[src/rtl/madt_pkg.sv]
// ----------------------------------------------------------------------------
// madt_pkg
// Shared types, constants and helpers for the MADT record parser.
// ----------------------------------------------------------------------------
package madt_pkg;

  // Default limits, handed to the top level as parameter defaults
  localparam int MAX_CPUS_DEF        = 8;
  localparam int MAX_TABLE_BYTES_DEF = 4096;

  // Depth of the queue between parser and result stage
  localparam int QUEUE_DEPTH = 4;

  // Byte position counter width
  localparam int POS_W = 13;

  // Header layout (byte offsets)
  localparam logic [POS_W-1:0] SIG_END     = 13'd4;
  localparam logic [POS_W-1:0] LEN_END     = 13'd8;
  localparam logic [POS_W-1:0] LEN_LAST    = 13'd7;
  localparam logic [POS_W-1:0] LAPIC_START = 13'd36;
  localparam logic [POS_W-1:0] LAPIC_END   = 13'd40;
  localparam logic [POS_W-1:0] HDR_BYTES   = 13'd44;

  // Record walk constants
  localparam logic [7:0] REC_TYPE_CPU    = 8'd0;
  localparam logic [7:0] REC_TYPE_IOAPIC = 8'd1;
  localparam logic [7:0] OFS_TYPE        = 8'd0;
  localparam logic [7:0] OFS_LENGTH      = 8'd1;
  localparam logic [7:0] OFS_IOAPIC_ID   = 8'd2;
  localparam logic [7:0] OFS_CPU_ID      = 8'd3;
  localparam logic [7:0] MIN_REC_LEN     = 8'd2;

  // Result kinds
  localparam logic KIND_CPU     = 1'b0;
  localparam logic KIND_SUMMARY = 1'b1;

  // Input word
  typedef struct packed {
    logic [7:0] table_byte;
    logic       first_byte;
  } madt_in_t;

  // Result word
  typedef struct packed {
    logic        result_kind;
    logic [3:0]  cpu_index;
    logic [7:0]  cpu_apic_id;
    logic [31:0] local_apic_address;
    logic [7:0]  io_apic_id;
    logic        io_apic_seen;
    logic        checksum_ok;
    logic        signature_ok;
    logic        malformed;
    logic        last_of_run;
  } madt_out_t;

  // One queue entry: the results caused by a single table byte
  typedef struct packed {
    logic        has_cpu;
    logic [3:0]  cpu_index;
    logic [7:0]  cpu_apic_id;
    logic        has_sum;
    logic [3:0]  cpu_count;
    logic [31:0] local_apic_address;
    logic [7:0]  io_apic_id;
    logic        io_apic_seen;
    logic        checksum_ok;
    logic        signature_ok;
    logic        malformed;
  } madt_job_t;

  // Expected signature byte "APIC"
  function automatic logic [7:0] sig_byte(input logic [1:0] idx);
    logic [7:0] val;
    case (idx)
      2'd0:    val = 8'h41;
      2'd1:    val = 8'h50;
      2'd2:    val = 8'h49;
      default: val = 8'h43;
    endcase
    return val;
  endfunction

endpackage

[src/rtl/madt_front.sv]
// ----------------------------------------------------------------------------
// madt_front
// Byte parser: tracks header fields and the record walk, emits one job per
// byte that causes results.
// ----------------------------------------------------------------------------
module madt_front #(
  parameter int MAX_CPUS        = madt_pkg::MAX_CPUS_DEF,
  parameter int MAX_TABLE_BYTES = madt_pkg::MAX_TABLE_BYTES_DEF
) (
  input  logic                clk,
  input  logic                rst_n,
  input  logic                accept,
  input  madt_pkg::madt_in_t  in_word,
  output logic                job_push,
  output madt_pkg::madt_job_t job
);
  import madt_pkg::*;

  logic             in_table_r,  in_table_nxt;
  logic [POS_W-1:0] pos_r,       pos_nxt;
  logic [31:0]      tlen_r,      tlen_nxt;
  logic [7:0]       sum_r,       sum_nxt;
  logic             sig_r,       sig_nxt;
  logic [31:0]      base_r,      base_nxt;
  logic [7:0]       ro_r,        ro_nxt;
  logic [7:0]       rtype_r,     rtype_nxt;
  logic [7:0]       rlen_r,      rlen_nxt;
  logic [3:0]       cnt_r,       cnt_nxt;
  logic [7:0]       io_r,        io_nxt;
  logic             seen_r,      seen_nxt;
  logic             bad_r,       bad_nxt;

  logic             active;
  logic             end_hit;
  logic             cpu_hit;

  assign active = accept && (in_word.first_byte || in_table_r);

  // Compute the state update for the current byte
  always_comb begin
    logic [POS_W-1:0] pos_c;
    logic [31:0]      tlen_c, base_c;
    logic [7:0]       sum_c, ro_c, rtype_c, rlen_c, io_c, b;
    logic [3:0]       cnt_c;
    logic             sig_c, seen_c, bad_c, stop;
    logic [4:0]       shamt;

    b     = in_word.table_byte;
    stop  = 1'b0;
    if (in_word.first_byte) begin
      pos_c = '0; tlen_c = '0; sum_c = '0; sig_c = 1'b1; base_c = '0;
      ro_c = '0; rtype_c = '0; rlen_c = '0; cnt_c = '0; io_c = '0;
      seen_c = 1'b0; bad_c = 1'b0;
    end else begin
      pos_c = pos_r; tlen_c = tlen_r; sum_c = sum_r; sig_c = sig_r; base_c = base_r;
      ro_c = ro_r; rtype_c = rtype_r; rlen_c = rlen_r; cnt_c = cnt_r; io_c = io_r;
      seen_c = seen_r; bad_c = bad_r;
    end
    shamt = {pos_c[1:0], 3'b000};

    sum_nxt   = sum_c + b;
    sig_nxt   = sig_c;
    tlen_nxt  = tlen_c;
    base_nxt  = base_c;
    ro_nxt    = ro_c;
    rtype_nxt = rtype_c;
    rlen_nxt  = rlen_c;
    cnt_nxt   = cnt_c;
    io_nxt    = io_c;
    seen_nxt  = seen_c;
    bad_nxt   = bad_c;
    end_hit   = 1'b0;
    cpu_hit   = 1'b0;

    if (pos_c < SIG_END) begin
      // check signature
      if (b != sig_byte(pos_c[1:0])) begin
        sig_nxt = 1'b0;
      end
    end else if (pos_c < LEN_END) begin
      // gather table length, reject impossible values at its last byte
      tlen_nxt = tlen_c | (32'(b) << shamt);
      if (pos_c == LEN_LAST &&
          (tlen_nxt < 32'(HDR_BYTES) || tlen_nxt > 32'(MAX_TABLE_BYTES))) begin
        bad_nxt = 1'b1;
        end_hit = 1'b1;
      end
    end else if (pos_c >= LAPIC_START && pos_c < LAPIC_END) begin
      // gather local APIC address
      base_nxt = base_c | (32'(b) << shamt);
    end else if (pos_c >= HDR_BYTES && !bad_c) begin
      // walk records
      if (ro_c == OFS_TYPE) begin
        rtype_nxt = b;
      end else if (ro_c == OFS_LENGTH) begin
        rlen_nxt = b;
        if (b < MIN_REC_LEN) begin
          bad_nxt = 1'b1;
          stop    = 1'b1;
        end
      end else if (rtype_c == REC_TYPE_CPU && ro_c == OFS_CPU_ID) begin
        if (cnt_c < 4'(MAX_CPUS)) begin
          cpu_hit = 1'b1;
          cnt_nxt = cnt_c + 4'd1;
        end
      end else if (rtype_c == REC_TYPE_IOAPIC && ro_c == OFS_IOAPIC_ID) begin
        io_nxt   = b;
        seen_nxt = 1'b1;
      end
      if (stop || (ro_c != OFS_TYPE && ({1'b0, ro_c} + 9'd1) >= {1'b0, rlen_nxt})) begin
        ro_nxt = '0;
      end else begin
        ro_nxt = ro_c + 8'd1;
      end
    end

    // detect the table's final byte
    if (pos_c >= LEN_END && (32'(pos_c) + 32'd1) == tlen_c) begin
      end_hit = 1'b1;
    end

    pos_nxt      = pos_c + POS_W'(1);
    in_table_nxt = !end_hit;

    // assemble the job
    job.has_cpu            = cpu_hit;
    job.cpu_index          = cnt_c;
    job.cpu_apic_id        = b;
    job.has_sum            = end_hit;
    job.cpu_count          = cnt_nxt;
    job.local_apic_address = base_nxt;
    job.io_apic_id         = io_nxt;
    job.io_apic_seen       = seen_nxt;
    job.checksum_ok        = (sum_nxt == 8'd0);
    job.signature_ok       = sig_nxt;
    job.malformed          = bad_nxt;
  end

  assign job_push = active && (cpu_hit || end_hit);

  // Update parser state on every byte inside a table
  always_ff @(posedge clk) begin
    if (!rst_n) begin
      in_table_r <= 1'b0;
      pos_r      <= '0;
      tlen_r     <= '0;
      sum_r      <= '0;
      sig_r      <= 1'b1;
      base_r     <= '0;
      ro_r       <= '0;
      rtype_r    <= '0;
      rlen_r     <= '0;
      cnt_r      <= '0;
      io_r       <= '0;
      seen_r     <= 1'b0;
      bad_r      <= 1'b0;
    end else if (active) begin
      in_table_r <= in_table_nxt;
      pos_r      <= pos_nxt;
      tlen_r     <= tlen_nxt;
      sum_r      <= sum_nxt;
      sig_r      <= sig_nxt;
      base_r     <= base_nxt;
      ro_r       <= ro_nxt;
      rtype_r    <= rtype_nxt;
      rlen_r     <= rlen_nxt;
      cnt_r      <= cnt_nxt;
      io_r       <= io_nxt;
      seen_r     <= seen_nxt;
      bad_r      <= bad_nxt;
    end
  end

endmodule

[src/rtl/madt_fifo.sv]
// ----------------------------------------------------------------------------
// madt_fifo
// Small register queue of parser jobs between front and back.
// ----------------------------------------------------------------------------
module madt_fifo (
  input  logic                clk,
  input  logic                rst_n,
  input  logic                wr_en,
  input  madt_pkg::madt_job_t wr_data,
  input  logic                rd_en,
  output madt_pkg::madt_job_t rd_data,
  output logic                full,
  output logic                empty
);
  import madt_pkg::*;

  localparam int PTR_W = $clog2(QUEUE_DEPTH);
  localparam int CNT_W = $clog2(QUEUE_DEPTH + 1);

  madt_job_t        mem_r [QUEUE_DEPTH];
  logic [PTR_W-1:0] wr_ptr_r, wr_ptr_nxt;
  logic [PTR_W-1:0] rd_ptr_r, rd_ptr_nxt;
  logic [CNT_W-1:0] cnt_r,    cnt_nxt;
  logic             do_wr, do_rd;

  assign full    = (cnt_r == CNT_W'(QUEUE_DEPTH));
  assign empty   = (cnt_r == '0);
  assign rd_data = mem_r[rd_ptr_r];
  assign do_wr   = wr_en && !full;
  assign do_rd   = rd_en && !empty;

  // Advance pointers and count
  always_comb begin
    wr_ptr_nxt = wr_ptr_r;
    rd_ptr_nxt = rd_ptr_r;
    cnt_nxt    = cnt_r;
    if (do_wr) begin
      wr_ptr_nxt = (wr_ptr_r == PTR_W'(QUEUE_DEPTH - 1)) ? '0 : wr_ptr_r + PTR_W'(1);
    end
    if (do_rd) begin
      rd_ptr_nxt = (rd_ptr_r == PTR_W'(QUEUE_DEPTH - 1)) ? '0 : rd_ptr_r + PTR_W'(1);
    end
    if (do_wr && !do_rd) begin
      cnt_nxt = cnt_r + CNT_W'(1);
    end else if (do_rd && !do_wr) begin
      cnt_nxt = cnt_r - CNT_W'(1);
    end
  end

  always_ff @(posedge clk) begin
    if (!rst_n) begin
      wr_ptr_r <= '0;
      rd_ptr_r <= '0;
      cnt_r    <= '0;
    end else begin
      wr_ptr_r <= wr_ptr_nxt;
      rd_ptr_r <= rd_ptr_nxt;
      cnt_r    <= cnt_nxt;
    end
  end

  // Store entry
  always_ff @(posedge clk) begin
    if (do_wr) begin
      mem_r[wr_ptr_r] <= wr_data;
    end
  end

endmodule

[src/rtl/madt_back.sv]
// ----------------------------------------------------------------------------
// madt_back
// Result stage: unpacks each queued job into one or two result words.
// ----------------------------------------------------------------------------
module madt_back (
  input  logic                 clk,
  input  logic                 rst_n,
  input  madt_pkg::madt_job_t  job,
  input  logic                 job_empty,
  output logic                 job_pop,
  output madt_pkg::madt_out_t  out_word,
  input  logic                 out_pop
);
  import madt_pkg::*;

  logic phase_r, phase_nxt;
  logic show_cpu;
  logic take;

  // Show the processor entry first, then the summary
  assign show_cpu = job.has_cpu && !phase_r;
  assign take     = out_pop && !job_empty;

  always_comb begin
    out_word = '0;
    if (show_cpu) begin
      out_word.result_kind = KIND_CPU;
      out_word.cpu_index   = job.cpu_index;
      out_word.cpu_apic_id = job.cpu_apic_id;
      out_word.last_of_run = !job.has_sum;
    end else begin
      out_word.result_kind        = KIND_SUMMARY;
      out_word.cpu_index          = job.cpu_count;
      out_word.local_apic_address = job.local_apic_address;
      out_word.io_apic_id         = job.io_apic_id;
      out_word.io_apic_seen       = job.io_apic_seen;
      out_word.checksum_ok        = job.checksum_ok;
      out_word.signature_ok       = job.signature_ok;
      out_word.malformed          = job.malformed;
      out_word.last_of_run        = 1'b1;
    end
  end

  // Drop the job after its last word, or hold it for the summary
  always_comb begin
    job_pop   = 1'b0;
    phase_nxt = phase_r;
    if (take) begin
      if (show_cpu && job.has_sum) begin
        phase_nxt = 1'b1;
      end else begin
        job_pop   = 1'b1;
        phase_nxt = 1'b0;
      end
    end
  end

  always_ff @(posedge clk) begin
    if (!rst_n) begin
      phase_r <= 1'b0;
    end else begin
      phase_r <= phase_nxt;
    end
  end

endmodule

[src/rtl/acpi_madt_record_parser.sv]
// ----------------------------------------------------------------------------
// acpi_madt_record_parser
// Streaming MADT parser: processor entries and an end-of-table summary.
// ----------------------------------------------------------------------------
// Usage:
//   Input side is a queue write port: drive in_data and in_push; a word is
//   taken at a clock edge with in_push high and in_full low. first_byte in
//   the word restarts the parse at a new table.
//   Result side is a queue read port: out_data is valid while out_empty is
//   low and is taken at an edge with out_pop high.
//   Throughput: one table byte per cycle while in_full is low. The parser
//   updates all its header and record state in the cycle the byte is taken.
//   A result is queued as its byte is taken; older words are shown first.
//   A byte causing both a processor entry and the summary yields two words
//   on consecutive pops, summary last.
//   A four-entry job queue sits between parser and result stage; when the
//   receiver stalls it fills and in_full rises, holding off further bytes.
//   Bytes producing no result never occupy the queue, but are only taken
//   while in_full is low.
//   Reset (synchronous, rst_n low) empties the queue and leaves the parser
//   outside any table, so bytes are dropped until one has first_byte set.
// ----------------------------------------------------------------------------
module acpi_madt_record_parser #(
  parameter int MAX_CPUS        = madt_pkg::MAX_CPUS_DEF,
  parameter int MAX_TABLE_BYTES = madt_pkg::MAX_TABLE_BYTES_DEF
) (
  input  logic                clk,
  input  logic                rst_n,
  input  logic                in_push,
  output logic                in_full,
  input  madt_pkg::madt_in_t  in_data,
  output logic                out_empty,
  input  logic                out_pop,
  output madt_pkg::madt_out_t out_data
);
  import madt_pkg::*;

  logic      accept;
  logic      job_push;
  logic      job_pop;
  madt_job_t job_wr;
  madt_job_t job_rd;

  assign accept = in_push && !in_full;

  // Parse bytes
  madt_front #(
    .MAX_CPUS        (MAX_CPUS),
    .MAX_TABLE_BYTES (MAX_TABLE_BYTES)
  ) u_front (
    .clk      (clk),
    .rst_n    (rst_n),
    .accept   (accept),
    .in_word  (in_data),
    .job_push (job_push),
    .job      (job_wr)
  );

  // Queue jobs
  madt_fifo u_fifo (
    .clk     (clk),
    .rst_n   (rst_n),
    .wr_en   (job_push),
    .wr_data (job_wr),
    .rd_en   (job_pop),
    .rd_data (job_rd),
    .full    (in_full),
    .empty   (out_empty)
  );

  // Deliver result words
  madt_back u_back (
    .clk       (clk),
    .rst_n     (rst_n),
    .job       (job_rd),
    .job_empty (out_empty),
    .job_pop   (job_pop),
    .out_word  (out_data),
    .out_pop   (out_pop)
  );

endmodule

[config.mk]
export PLATFORM = sky130hd
export DESIGN_NAME = acpi_madt_record_parser
export DESIGN_NICKNAME = d
export VERILOG_FILES = /design/src/rtl/madt_pkg.sv /design/src/rtl/madt_front.sv /design/src/rtl/madt_fifo.sv /design/src/rtl/madt_back.sv /design/src/rtl/acpi_madt_record_parser.sv
export SDC_FILE = /design/constraint.sdc
export NUM_CORES = 1
export LEC_CHECK = 0
export ABC_CLOCK_PERIOD_IN_PS = 6650
export BUFFER_PORTS_ARGS = -buffer_cell sky130_fd_sc_hd__buf_2
export CORE_MARGIN = 4
export CORE_UTILIZATION = 60
export CTS_CLUSTER_DIAMETER = 120
export DETAILED_ROUTE_END_ITERATION = 10
export PLACE_DENSITY = 0.83
export SKIP_LAST_GASP = 1
export SYNTH_ARGS = -nofsm -noshare
export SYNTH_HDL_FRONTEND = slang
export SYNTH_SLANG_ARGS = --single-unit
[constraint.sdc]
create_clock -name clk -period 6.65 [get_ports clk]
set_clock_uncertainty 0.05 [all_clocks]
set_input_delay 0.9975 -clock clk [delete_from_list [all_inputs] [get_ports clk]]
set_output_delay 0.9975 -clock clk [all_outputs]
set_load 0.05 [all_outputs]
==> metrics, run 1 <==
worst skew pair latency=0.53 ns; Via density=6.50; synthesized instance count=1343; Initial Util=60.8%; die height=176 um; Hold WC Path Type=flip-flop to flip-flop; Rows=61; final setup fails=0; CTS Hold Bufs=0; asr flop ratio synth=0%; DRT Wirelength=39400 um; Netlist Area Pre-Place=16900 um2; HPWL after DPL=22800 um; Yosys cell types=73; Synth Net Count=1386; CP Launch Type=flip-flop; wire per inst=22.1 um; list of most frequent post-synthesis cells=edfxtp_1, nor2_1, dfxtp_1, nand2_1, clkbuf_1; Tot GR Track Use=25.3%; Yosys Warn Count=0; Worst Path Arrival=3.55 ns; Synth area leaders=edfxtp_1, dfxtp_1, mux4_2; worst slack, placed=1.83 ns; total vias in the final route=11.6k; RSZ-0062 raised after global routing=false; CTS resizes=0; die area=30900 um2; maximum level of the CTS H-tree=2; area grow syn2layout=11.9%; fillers=1817; Top FF cell, synth=edfxtp_1; r2r setup slk=2.39 ns; top-count cell post-synth=edfxtp_1; worst slew pin tran=1.17 ns; total gr overflow=0; postcts setup bufs=0; final worst setup slack=2.05 ns; fmax=0.218 GHz; Power Density=291 nW/um2; largest net degree at the start of global routing=93; Worst Setup End Kind=output pin; Req. time, crit path=5.60 ns; post-route ant nets=0; hold_ws=0.401 ns; Ant. Diodes=0; layout cell share with drive strength beyond 1=17.4%; Port Buf Inserts=72; Rel. slew slack=21.5%; I/O pins=73; core outline area=27800 um2; hold path endpoint=u_front.sum_r[4]$_SDFFE_PN0P_; Final Slew Violations=0; WS Path Type=flip-flop to output pin; max-cap viol count=0; number of enable flip-flop cells after synthesis=248; Hold Path Depth=2; Final #Nets=1418; Avg Inst Size Synth=12.6 um2; top cell type's share of synthesized area=44.1%; Yosys reg bits=383; Tcrit/Tclk final=69.1%; DRC viols=0; initial antenna violation count=1; r2r worst-path depth=13; sequential area share after synthesis=60.1%; first-pass GRT wire length=62600 um; status=completed; final core area utilization=68.0%; clock root cell=clkbuf_16; VDD IR-drop max=0.000194 V; Synth area leader=edfxtp_1; Clock Pin Slew Worst Setup and Hold Paths=0.06 ns; Hold Crit Start=u_front.sum_r[4]$_SDFFE_PN0P_; total power draw=0.00549 W; RePlAce Congestion=1.01; DRT Pass-1 Iters=6; Final Hold Vio Count=0; CTS max path bufs=3; Starting DRT DRC Count=1350; crit path time final=4.60 ns; LEAKAGE=6.72 nW; TritonCTS clock tree=yes; die outline width=176 um; Final TNS setup=0 ns; number of global-route vias before repair=11.3k; cts bufs inserted=38; Crit Path Max Fanout=61; R2R Path End=u_fifo.cnt_r[2]$_SDFFE_PN0P_; number of clock sinks=383; origin of the critical flop-to-flop path=u_front.pos_r[1]$_SDFFE_PN0P_
-- metrics by stage --
stage,area [um2],instances
after detailed placement,17500,1713
after CTS,18900,1783
after floorplan,16900,1343
after global routing,18900,1783
after global placement,17500,1713
final,18900,1783
-- flip-flops by register name, indices dropped and copies added (netlist names), named ones only --
| name | flops |
|---|---|
| u_front.in_table_r | 1 |
| u_front.tlen_r | 32 |
| u_front.seen_r | 1 |
| u_front.io_r | 8 |
| u_front.pos_r | 13 |
| u_fifo.rd_ptr_r | 2 |
| u_front.bad_r | 1 |
| u_front.cnt_r | 4 |
| u_front.sum_r | 8 |
| u_front.rtype_r | 8 |
| u_front.rlen_r | 8 |
| u_fifo.mem_r | 248 |
| u_fifo.cnt_r | 3 |
| u_front.base_r | 32 |
| u_front.sig_r | 1 |
| u_front.ro_r | 8 |
| u_back.phase_r | 1 |
| u_fifo.wr_ptr_r | 2 |
-- worst max-delay path by stage --
stage / end / cells past startpoint
2_1_floorplan: u_fifo.mem_r[0][0]$_DFFE_PP_ / 11
3_3_place_gp: u_fifo.cnt_r[2]$_SDFFE_PN0P_ / 17
3_5_place_dp: u_fifo.cnt_r[2]$_SDFFE_PN0P_ / 15
4_1_cts: out_data[56] / 7
5_1_grt: out_data[56] / 7
6_report: out_data[56] / 7
-- power by group --
part	switching [W]	internal (W)	leakage, nW
Clock	0.000905	0.00133	0.646
Combinational	0.000476	0.000209	2.51
Sequential	0.0000361	0.00253	3.57
-- critical path, cell delays in order (launching register included) --
cell	delay [ns]
dfxtp_2	0.31
buf_4	0.67
mux4_2	0.35
nor2b_4	0.14
buf_4	0.53
mux4_2	0.44
mux2_2	0.30
buf_2	0.22
-- logic make-up (layout without fill, tap and decap cells) --
| group | after synthesis | in the layout | share of synthesized area (%) |
|---|---|---|---|
| buffers and inverters | 121 | 183 | 2.86 |
| and+or+nand+nor | 445 | 445 | 13.2 |
| DFF | 383 | 383 | 60.1 |
| AOI/OAI and AO/OA | 262 | 262 | 11.0 |
| adders and majority gates | 30 | 30 | 2.31 |
| xor gates and xnor gates | 31 | 31 | 1.61 |
| muxes | 71 | 71 | 8.84 |
-- routing by layer --
| metal | vias up | wire length (um) | track usage, % |
|---|---|---|---|
| li1 | 5135 | - | - |
| met1 | 5701 | 15800 | 35.3 |
| met2 | 671 | 19000 | 41.1 |
| met3 | 89 | 3630 | 4.93 |
| met4 | 2 | 921 | 7.05 |
| met5 | - | 13 | 0 |
-- final cells by class --
| class | count | area [um2] | area share (%) |
|---|---|---|---|
| Sequential cell | 383 | 10200 | 53.8 |
| Timing Repair Buffer | 96 | 578 | 3.06 |
| Clock inverter | 20 | 278 | 1.47 |
| Multi-Input combinational cell | 839 | 6280 | 33.2 |
| Clock buffer | 50 | 1060 | 5.60 |
| Tap cell | 378 | 473 | 2.50 |
| Inverter | 17 | 65.1 | 0.345 |
-- cells in the final DEF, fill, tap and decap left out, drive strengths merged, types with 9 or more instances in the layout --
cell type / instances
xnor2: 19
xor2: 12
nor3: 32
nor3b: 11
nand2: 89
o21ai: 32
clkbuf: 50
edfxtp: 248
mux4: 62
nor2: 144
a22oi: 31
ha: 28
o2bb2ai: 24
a32oi: 47
clkinv: 14
buf: 96
nand3: 22
dfxtp: 135
and2: 13
inv: 16
a22o: 10
a21oi: 66
a21o: 9
nor2b: 66
nor4: 16
Note: power is estimated with default switching activity, not from simulation.
==> run 2: changes to the inputs <==
--- a/config.mk
+++ b/config.mk
@@ -5,13 +5,13 @@
 export SDC_FILE = /design/constraint.sdc
 export NUM_CORES = 1
 export LEC_CHECK = 0
-export ABC_CLOCK_PERIOD_IN_PS = 6650
+export ABC_CLOCK_PERIOD_IN_PS = 4220
 export BUFFER_PORTS_ARGS = -buffer_cell sky130_fd_sc_hd__buf_2
 export CORE_MARGIN = 4
-export CORE_UTILIZATION = 60
+export CORE_UTILIZATION = 56
 export CTS_CLUSTER_DIAMETER = 120
 export DETAILED_ROUTE_END_ITERATION = 10
-export PLACE_DENSITY = 0.83
+export PLACE_DENSITY = 0.81
 export SKIP_LAST_GASP = 1
 export SYNTH_ARGS = -nofsm -noshare
 export SYNTH_HDL_FRONTEND = slang
==> constraint.sdc (replaced) <==
create_clock -name clk -period 4.22 [get_ports clk]
set_clock_uncertainty 0.05 [all_clocks]
set_input_delay 0.633 -clock clk [delete_from_list [all_inputs] [get_ports clk]]
set_output_delay 0.633 -clock clk [all_outputs]
set_load 0.05 [all_outputs]
==> run 2 against run 1 <==
Effect of this change:
- first-iteration DRC count increased by 1.5%
- sequential cell count unchanged
- utilization decreased by 3.9 points
- critical endpoint is now u_fifo.cnt_r[2]$_SDFFE_PN0P_
- largest power group unchanged
- highest routed layer is now met4
==> metrics, run 2 (synthesis results as in run 1) <==
status=completed; wire per inst=22.1 um (about the same); number of clock sinks=383 (unchanged); TritonCTS clock tree=yes; RSZ-0062 raised after global routing=false; Power Density=434 nW/um2 (+49%); Final #Nets=1447 (+2.0%); commonest non-fill, non-tap cell in the layout=edfxtp_1; r2r setup slk=0.52 ns (-1.87 ns); Req. time, crit path=4.64 ns (-0.96 ns); final core area utilization=64.1% (-3.9 points); Starting DRT DRC Count=1370 (+1.5%); Sequential Power Share=48.6% (+1.8 points); total vias in the final route=11.6k (-0.19%); Bufs and invs on worst path=1 (-2); die height=182 um (+3.4%); WS Path Type=flip-flop to flip-flop; total gr overflow=0 (unchanged); clock network power share=39.5% (-1.3 points); I/O pins=73 (unchanged); Clock Pin Slew Worst Setup and Hold Paths=0.07 ns (about the same); P_int=0.00618 W (+52%); Largest register FFs=248 (unchanged); final worst setup slack=0.516 ns (-1.54 ns); hold_ws=0.371 ns (-0.0299 ns); fillers=2074 (+14%); area occupied by multi-input gates=6310 um2 (+0.46%); r2r worst-path depth=13 (unchanged); fmax=0.270 GHz; worst slack, placed=0.244 ns (-1.58 ns); first-pass GRT wire length=63800 um (+2.0%); DRC viols=0 (unchanged); max-cap viol count=0 (unchanged); most frequent cells in the layout=edfxtp_1, nor2_1, dfxtp_1, nand2_1, buf_2; maximum level of the CTS H-tree=2 (unchanged); die area=33000 um2 (+6.8%); Initial Util=56.8% (-4.0 points); worst slew pin tran=1.18 ns (+0.00942 ns); clock root cell=clkbuf_16; Worst Path Arrival=4.12 ns (+0.57 ns); switching power=0.00209 W (+48%); Via density=6.35 (-2.4%); final setup fails=0 (unchanged); Final Hold Vio Count=0 (unchanged); critical path launch point=u_front.pos_r[3]$_SDFFE_PN0P_; Net Sw Frac=25.3% (-0.54 points); postcts setup bufs=0 (unchanged); area grow syn2layout=12.8%; VDD IR-drop max=0.000273 V (+41%); Final TNS setup=0 ns (unchanged); DRT Wirelength=40200 um (+2.2%); core outline area=29700 um2 (+7.0%); CTS Hold Bufs=0 (unchanged); number of global-route vias before repair=11.3k (+0.82%); Tcrit/Tclk final=87.8%; biggest regs=u_fifo.mem_r x248, u_front.base_r x32, u_front.tlen_r x32; Area after DPL=17900 um2 (+1.7%); crit-path cells=nand4_4, or4_4, a21boi_2, a2bb2oi_2, a31oi_1, o221a_1, nor2_1, ha_1, inv_1, fa_1, xor2_1, or3_1, a21oi_1; WP depth=13 (+6); CTS resizes=0 (unchanged); LEAKAGE=6.83 nW (+1.7%); DRT Pass-1 Iters=6 (unchanged); critical path's top delay family=simple AND/OR/NAND/NOR gates; CP Launch Type=flip-flop; initial antenna violation count=0 (-1); die outline width=182 um (+3.4%); Worst Setup End Kind=flip-flop; cts bufs inserted=37 (-2.6%); Rows=63 (+3.3%); RePlAce Congestion=0.924 (-8.8%); Largest stage delay, worst path=0.57 ns (-0.10 ns); Tot GR Track Use=24.0% (-1.3 points); Crit Path Max Fanout=11 (-82%); R2R Path End=u_fifo.cnt_r[2]$_SDFFE_PN0P_; largest net degree at the start of global routing=108 (+16%); Critical Path Sink=u_fifo.cnt_r[2]$_SDFFE_PN0P_; HPWL after DPL=24600 um (+7.5%); CTS max path bufs=3 (unchanged); crit path time final=3.70 ns; worst skew pair latency=0.54 ns (about the same); post-route ant nets=0 (unchanged); layout cell share with drive strength beyond 1=19.1% (+1.6 points); Top reg by flops=u_fifo.mem_r; Seq. cell area=10200 um2 (unchanged); Hold WC Path Type=primary input to flip-flop; origin of the critical flop-to-flop path=u_front.pos_r[3]$_SDFFE_PN0P_; Final Slew Violations=0 (unchanged); Finished Cell Area=19000 um2 (+0.85%); Ant. Diodes=0 (unchanged); Rel. slew slack=21.6% (+0.089 points); Port Buf Inserts=72 (unchanged); CP max-delay cell=dfxtp_1; part of the power in combinational logic=12.0% (-0.5 points)
[run 2: cell count changes in the layout (fill, tap and decap cells not counted), sizes merged]
cell,before,now
buf,96,126
clkinv,14,11
bufinv,5,3
inv,16,19
[run 2: metal layers]
layer	global-route usage (%)	vias up	wire (um)
met5	0	-	0
met1	33.0	5686	16100
met4	7.51	0	1170
met2	39.7	590	19700
li1	-	5204	-
met3	3.87	96	3320
[run 2: worst min path at each step]
| stage | from | depth (start not counted) | end | slack (ns) |
|---|---|---|---|---|
| after detailed placement | u_front.sum_r[5]$_SDFFE_PN0P_ | 2 | u_front.sum_r[5]$_SDFFE_PN0P_ | 0.40 |
| after global routing | rst_n | 2 | u_front.sig_r$_SDFFE_PN1P_ | 0.39 |
| after global placement | u_front.sum_r[4]$_SDFFE_PN0P_ | 2 | u_front.sum_r[4]$_SDFFE_PN0P_ | 0.39 |
| after floorplan | u_front.cnt_r[1]$_SDFFE_PN0P_ | 2 | u_front.cnt_r[1]$_SDFFE_PN0P_ | 0.38 |
| after CTS | rst_n | 2 | u_front.sig_r$_SDFFE_PN1P_ | 0.36 |
| final | rst_n | 2 | u_front.sig_r$_SDFFE_PN1P_ | 0.37 |
[run 2: cell type report]
class                           count  area share (%)
Sequential cell                   383            53.3
Multi-Input combinational cell    839            33.1
Clock buffer                       50            5.28
Timing Repair Buffer              126            4.41
Tap cell                          390            2.56
Clock inverter                     18           0.972
Inverter                           17           0.342
[run 2: worst reg2reg max path, cell delays in order, from the launching register on]
cell and delay [ns]:
dfxtp_1 0.57, nand4_4 0.26, or4_4 0.57, a21boi_2 0.16
a2bb2oi_2 0.18, a31oi_1 0.18, o221a_1 0.31, nor2_1 0.11
ha_1 0.20, inv_1 0.06, fa_1 0.37, xor2_1 0.18
or3_1 0.30, a21oi_1 0.13
[run 2: power by group through the flow]
stage | logic (W) | clock network (W) | registers (W)
after CTS | 0.000991 | 0.00331 | 0.00402
after global placement | 0.000968 | 0 | 0.00409
final | 0.000989 | 0.00327 | 0.00402
after detailed placement | 0.000983 | 0 | 0.00410
after floorplan | 0.000749 | 0 | 0.00408
after global routing | 0.00106 | 0.00346 | 0.00402
[run 2: stage by stage]
stage               total power, W  std cells
global placement           0.00506       1755
global route               0.00854       1823
finish                     0.00827       1823
floorplan                  0.00483       1343
detailed placement         0.00508       1755
CTS                        0.00831       1823
==> run 3: changes to the inputs <==
--- a/config.mk
+++ b/config.mk
@@ -8,11 +8,12 @@
 export ABC_CLOCK_PERIOD_IN_PS = 4220
 export BUFFER_PORTS_ARGS = -buffer_cell sky130_fd_sc_hd__buf_2
 export CORE_MARGIN = 4
-export CORE_UTILIZATION = 56
+export CORE_UTILIZATION = 30
 export CTS_CLUSTER_DIAMETER = 120
 export DETAILED_ROUTE_END_ITERATION = 10
-export PLACE_DENSITY = 0.81
+export PLACE_DENSITY = 0.51
 export SKIP_LAST_GASP = 1
+export SLEW_MARGIN = 20
 export SYNTH_ARGS = -nofsm -noshare
 export SYNTH_HDL_FRONTEND = slang
 export SYNTH_SLANG_ARGS = --single-unit
==> run 3 against run 2 <==
Effect of this change:
- count of clock-buffer cells in the layout is 2 higher
- sequential power hardly changed
- first-iteration DRC count is 36% lower
- non-clock buffer count is 29 higher
- utilization is 28 points lower
- power is 3.8% higher
- combinational power hardly changed
- clock power is 9.2% higher
- via count is 1.9% lower
==> metrics, run 3 (synthesis results as in run 1) <==
Clock Pin Slew Worst Setup and Hold Paths=0.06 ns (about the same); TritonCTS clock tree=yes; Port Buf Inserts=72 (unchanged); Rows=86 (+37%); LEAKAGE=7.07 nW (+3.5%); CTS resizes=0 (unchanged); clock network power share=41.6% (+2.1 points); status=completed; RSZ-0062 raised after global routing=false; worst slew pin tran=0.803 ns (-0.373 ns); Hold Crit Start=rst_n; Req. time, crit path=4.63 ns (about the same); area occupied by multi-input gates=6310 um2 (unchanged); VDD IR-drop max=0.000220 V (-20%); initial antenna violation count=1 (+1); maximum level of the CTS H-tree=2 (unchanged); Final Hold Vio Count=0 (unchanged); Seq. cell area=10200 um2 (unchanged); R2R Path End=u_fifo.cnt_r[2]$_SDFFE_PN0P_; P_int=0.00646 W (+4.5%); Rel. slew slack=46.5% (+25 points); r2r worst-path depth=13 (unchanged); Via density=5.13 (-19%); Top reg by flops=u_fifo.mem_r; total gr overflow=0 (unchanged); WS Path Type=flip-flop to flip-flop; area grow syn2layout=17.8%; Final Slew Violations=0 (unchanged); Worst Path Arrival=4.10 ns (-0.02 ns); CTS max path bufs=3 (unchanged); r2r setup slk=0.53 ns (about the same); fmax=0.271 GHz (+0.36%); Final TNS setup=0 ns (unchanged); worst skew pair latency=0.53 ns (about the same); Final #Nets=1478 (+2.1%); number of clock sinks=383 (unchanged); DRT Wirelength=42200 um (+5.0%); cts bufs inserted=39 (+5.4%); DRC viols=0 (unchanged); Net Sw Frac=24.7% (-0.55 points); RePlAce Congestion=0.854 (-7.5%); Starting DRT DRC Count=883 (-36%); Crit Path Max Fanout=11 (unchanged); die area=60100 um2 (+82%); Hold WC Path Type=primary input to flip-flop; DRT Pass-1 Iters=5 (-1); final setup fails=0 (unchanged); CP Launch Type=flip-flop; commonest non-fill, non-tap cell in the layout=edfxtp_1; clock root cell=clkbuf_16; Worst Setup End Kind=flip-flop; Tot GR Track Use=13.8% (-10 points); Hold Path Depth=2 (unchanged); origin of the critical flop-to-flop path=u_front.pos_r[3]$_SDFFE_PN0P_; critical path launch point=u_front.pos_r[3]$_SDFFE_PN0P_; part of the power in combinational logic=11.7% (-0.3 points); total vias in the final route=11.4k (-1.9%); postcts setup bufs=0 (unchanged); Tcrit/Tclk final=87.5% (-0.32 points); layout cell share with drive strength beyond 1=21.1% (+2.0 points); Initial Util=30.5% (-26 points); number of global-route vias before repair=11.2k (-1.5%); Sequential Power Share=46.8% (-1.8 points); most frequent cells in the layout=edfxtp_1, nor2_1, dfxtp_1, nand2_1, buf_4; final core area utilization=35.9% (-28 points); HPWL after DPL=27400 um (+12%); final worst setup slack=0.529 ns (+0.0134 ns); switching power=0.00212 W (+1.5%); die height=245 um (+35%); die outline width=245 um (+35%); fillers=5333 (+160%); total power draw=0.00858 W (+3.8%); largest net degree at the start of global routing=69 (-36%); wire per inst=19.1 um (-14%); core outline area=55400 um2 (+86%); hold path endpoint=u_front.sig_r$_SDFFE_PN1P_; Power Density=432 nW/um2 (-0.64%); biggest regs=u_fifo.mem_r x248, u_front.base_r x32, u_front.tlen_r x32; post-route ant nets=0 (unchanged); max-cap viol count=0 (unchanged); hold_ws=0.396 ns (+0.0252 ns); Largest register FFs=248 (unchanged); first-pass GRT wire length=66400 um (+4.0%); worst slack, placed=0.265 ns (+0.0206 ns); I/O pins=73 (unchanged); crit path time final=3.69 ns (-0.0134 ns); CTS Hold Bufs=0 (unchanged); Ant. Diodes=0 (unchanged)
==> run 3: cell types whose count changed in the layout (fill, tap and decap cells not counted), sizes merged <==
cell    delta
buf       +29
bufinv     +3
clkbuf     +2
clkinv     -1
==> run 3: worst max-delay path by stage <==
stage                                               to  slack, ns
after floorplan           u_front.ro_r[5]$_SDFFE_PN0P_       0.02
after global placement    u_fifo.mem_r[0][2]$_DFFE_PP_       0.31
after detailed placement  u_fifo.mem_r[1][2]$_DFFE_PP_       0.26
after CTS                 u_fifo.cnt_r[2]$_SDFFE_PN0P_       0.53
after global routing      u_fifo.cnt_r[2]$_SDFFE_PN0P_       0.31
final                     u_fifo.cnt_r[2]$_SDFFE_PN0P_       0.53
==> run 3: cell type report <==
cell class | count | share of cell area [%]
well taps | 748 | 4.71
clock inverters | 20 | 1.35
flip-flops and latches | 383 | 51.1
multi-input cells | 839 | 31.7
repair buffers | 155 | 5.51
inverters | 17 | 0.327
clock buffers | 52 | 5.35
==> run 3: metal layers <==
layer / up-vias / global-route usage [%] / part of all wire [%]
met5: - / 0 / 0.031
met4: 2 / 3.99 / 2.6
met3: 75 / 1.88 / 4.3
met2: 289 / 23.2 / 48
met1: 5703 / 18.7 / 45
li1: 5283 / - / -
==> run 3: per-stage QoR <==
stage	std cells	cell area (um2)
after floorplan	1343	16900
after global placement	2142	18600
after detailed placement	2142	18600
after CTS	2214	19900
after global routing	2214	19900
final	2214	19900
==> run 3: power by group through the flow <==
stage / clock, W / sequential (W) / combinational (W)
2_1_floorplan: 0 / 0.00408 / 0.000749
3_3_place_gp: 0 / 0.00409 / 0.00101
3_5_place_dp: 0 / 0.00410 / 0.00102
4_1_cts: 0.00368 / 0.00401 / 0.00102
5_1_grt: 0.00384 / 0.00402 / 0.00108
6_report: 0.00357 / 0.00402 / 0.00100
==> run 3: critical path, cell delays in order, from the launching register on <==
cell and delay [ns]:
dfxtp_1 0.57, nand4_4 0.26, or4_4 0.58, a21boi_2 0.16
a2bb2oi_2 0.17, a31oi_1 0.15, o221a_1 0.31, nor2_1 0.12
ha_1 0.18, inv_1 0.06, fa_1 0.37, xor2_1 0.18
or3_1 0.30, a21oi_1 0.14
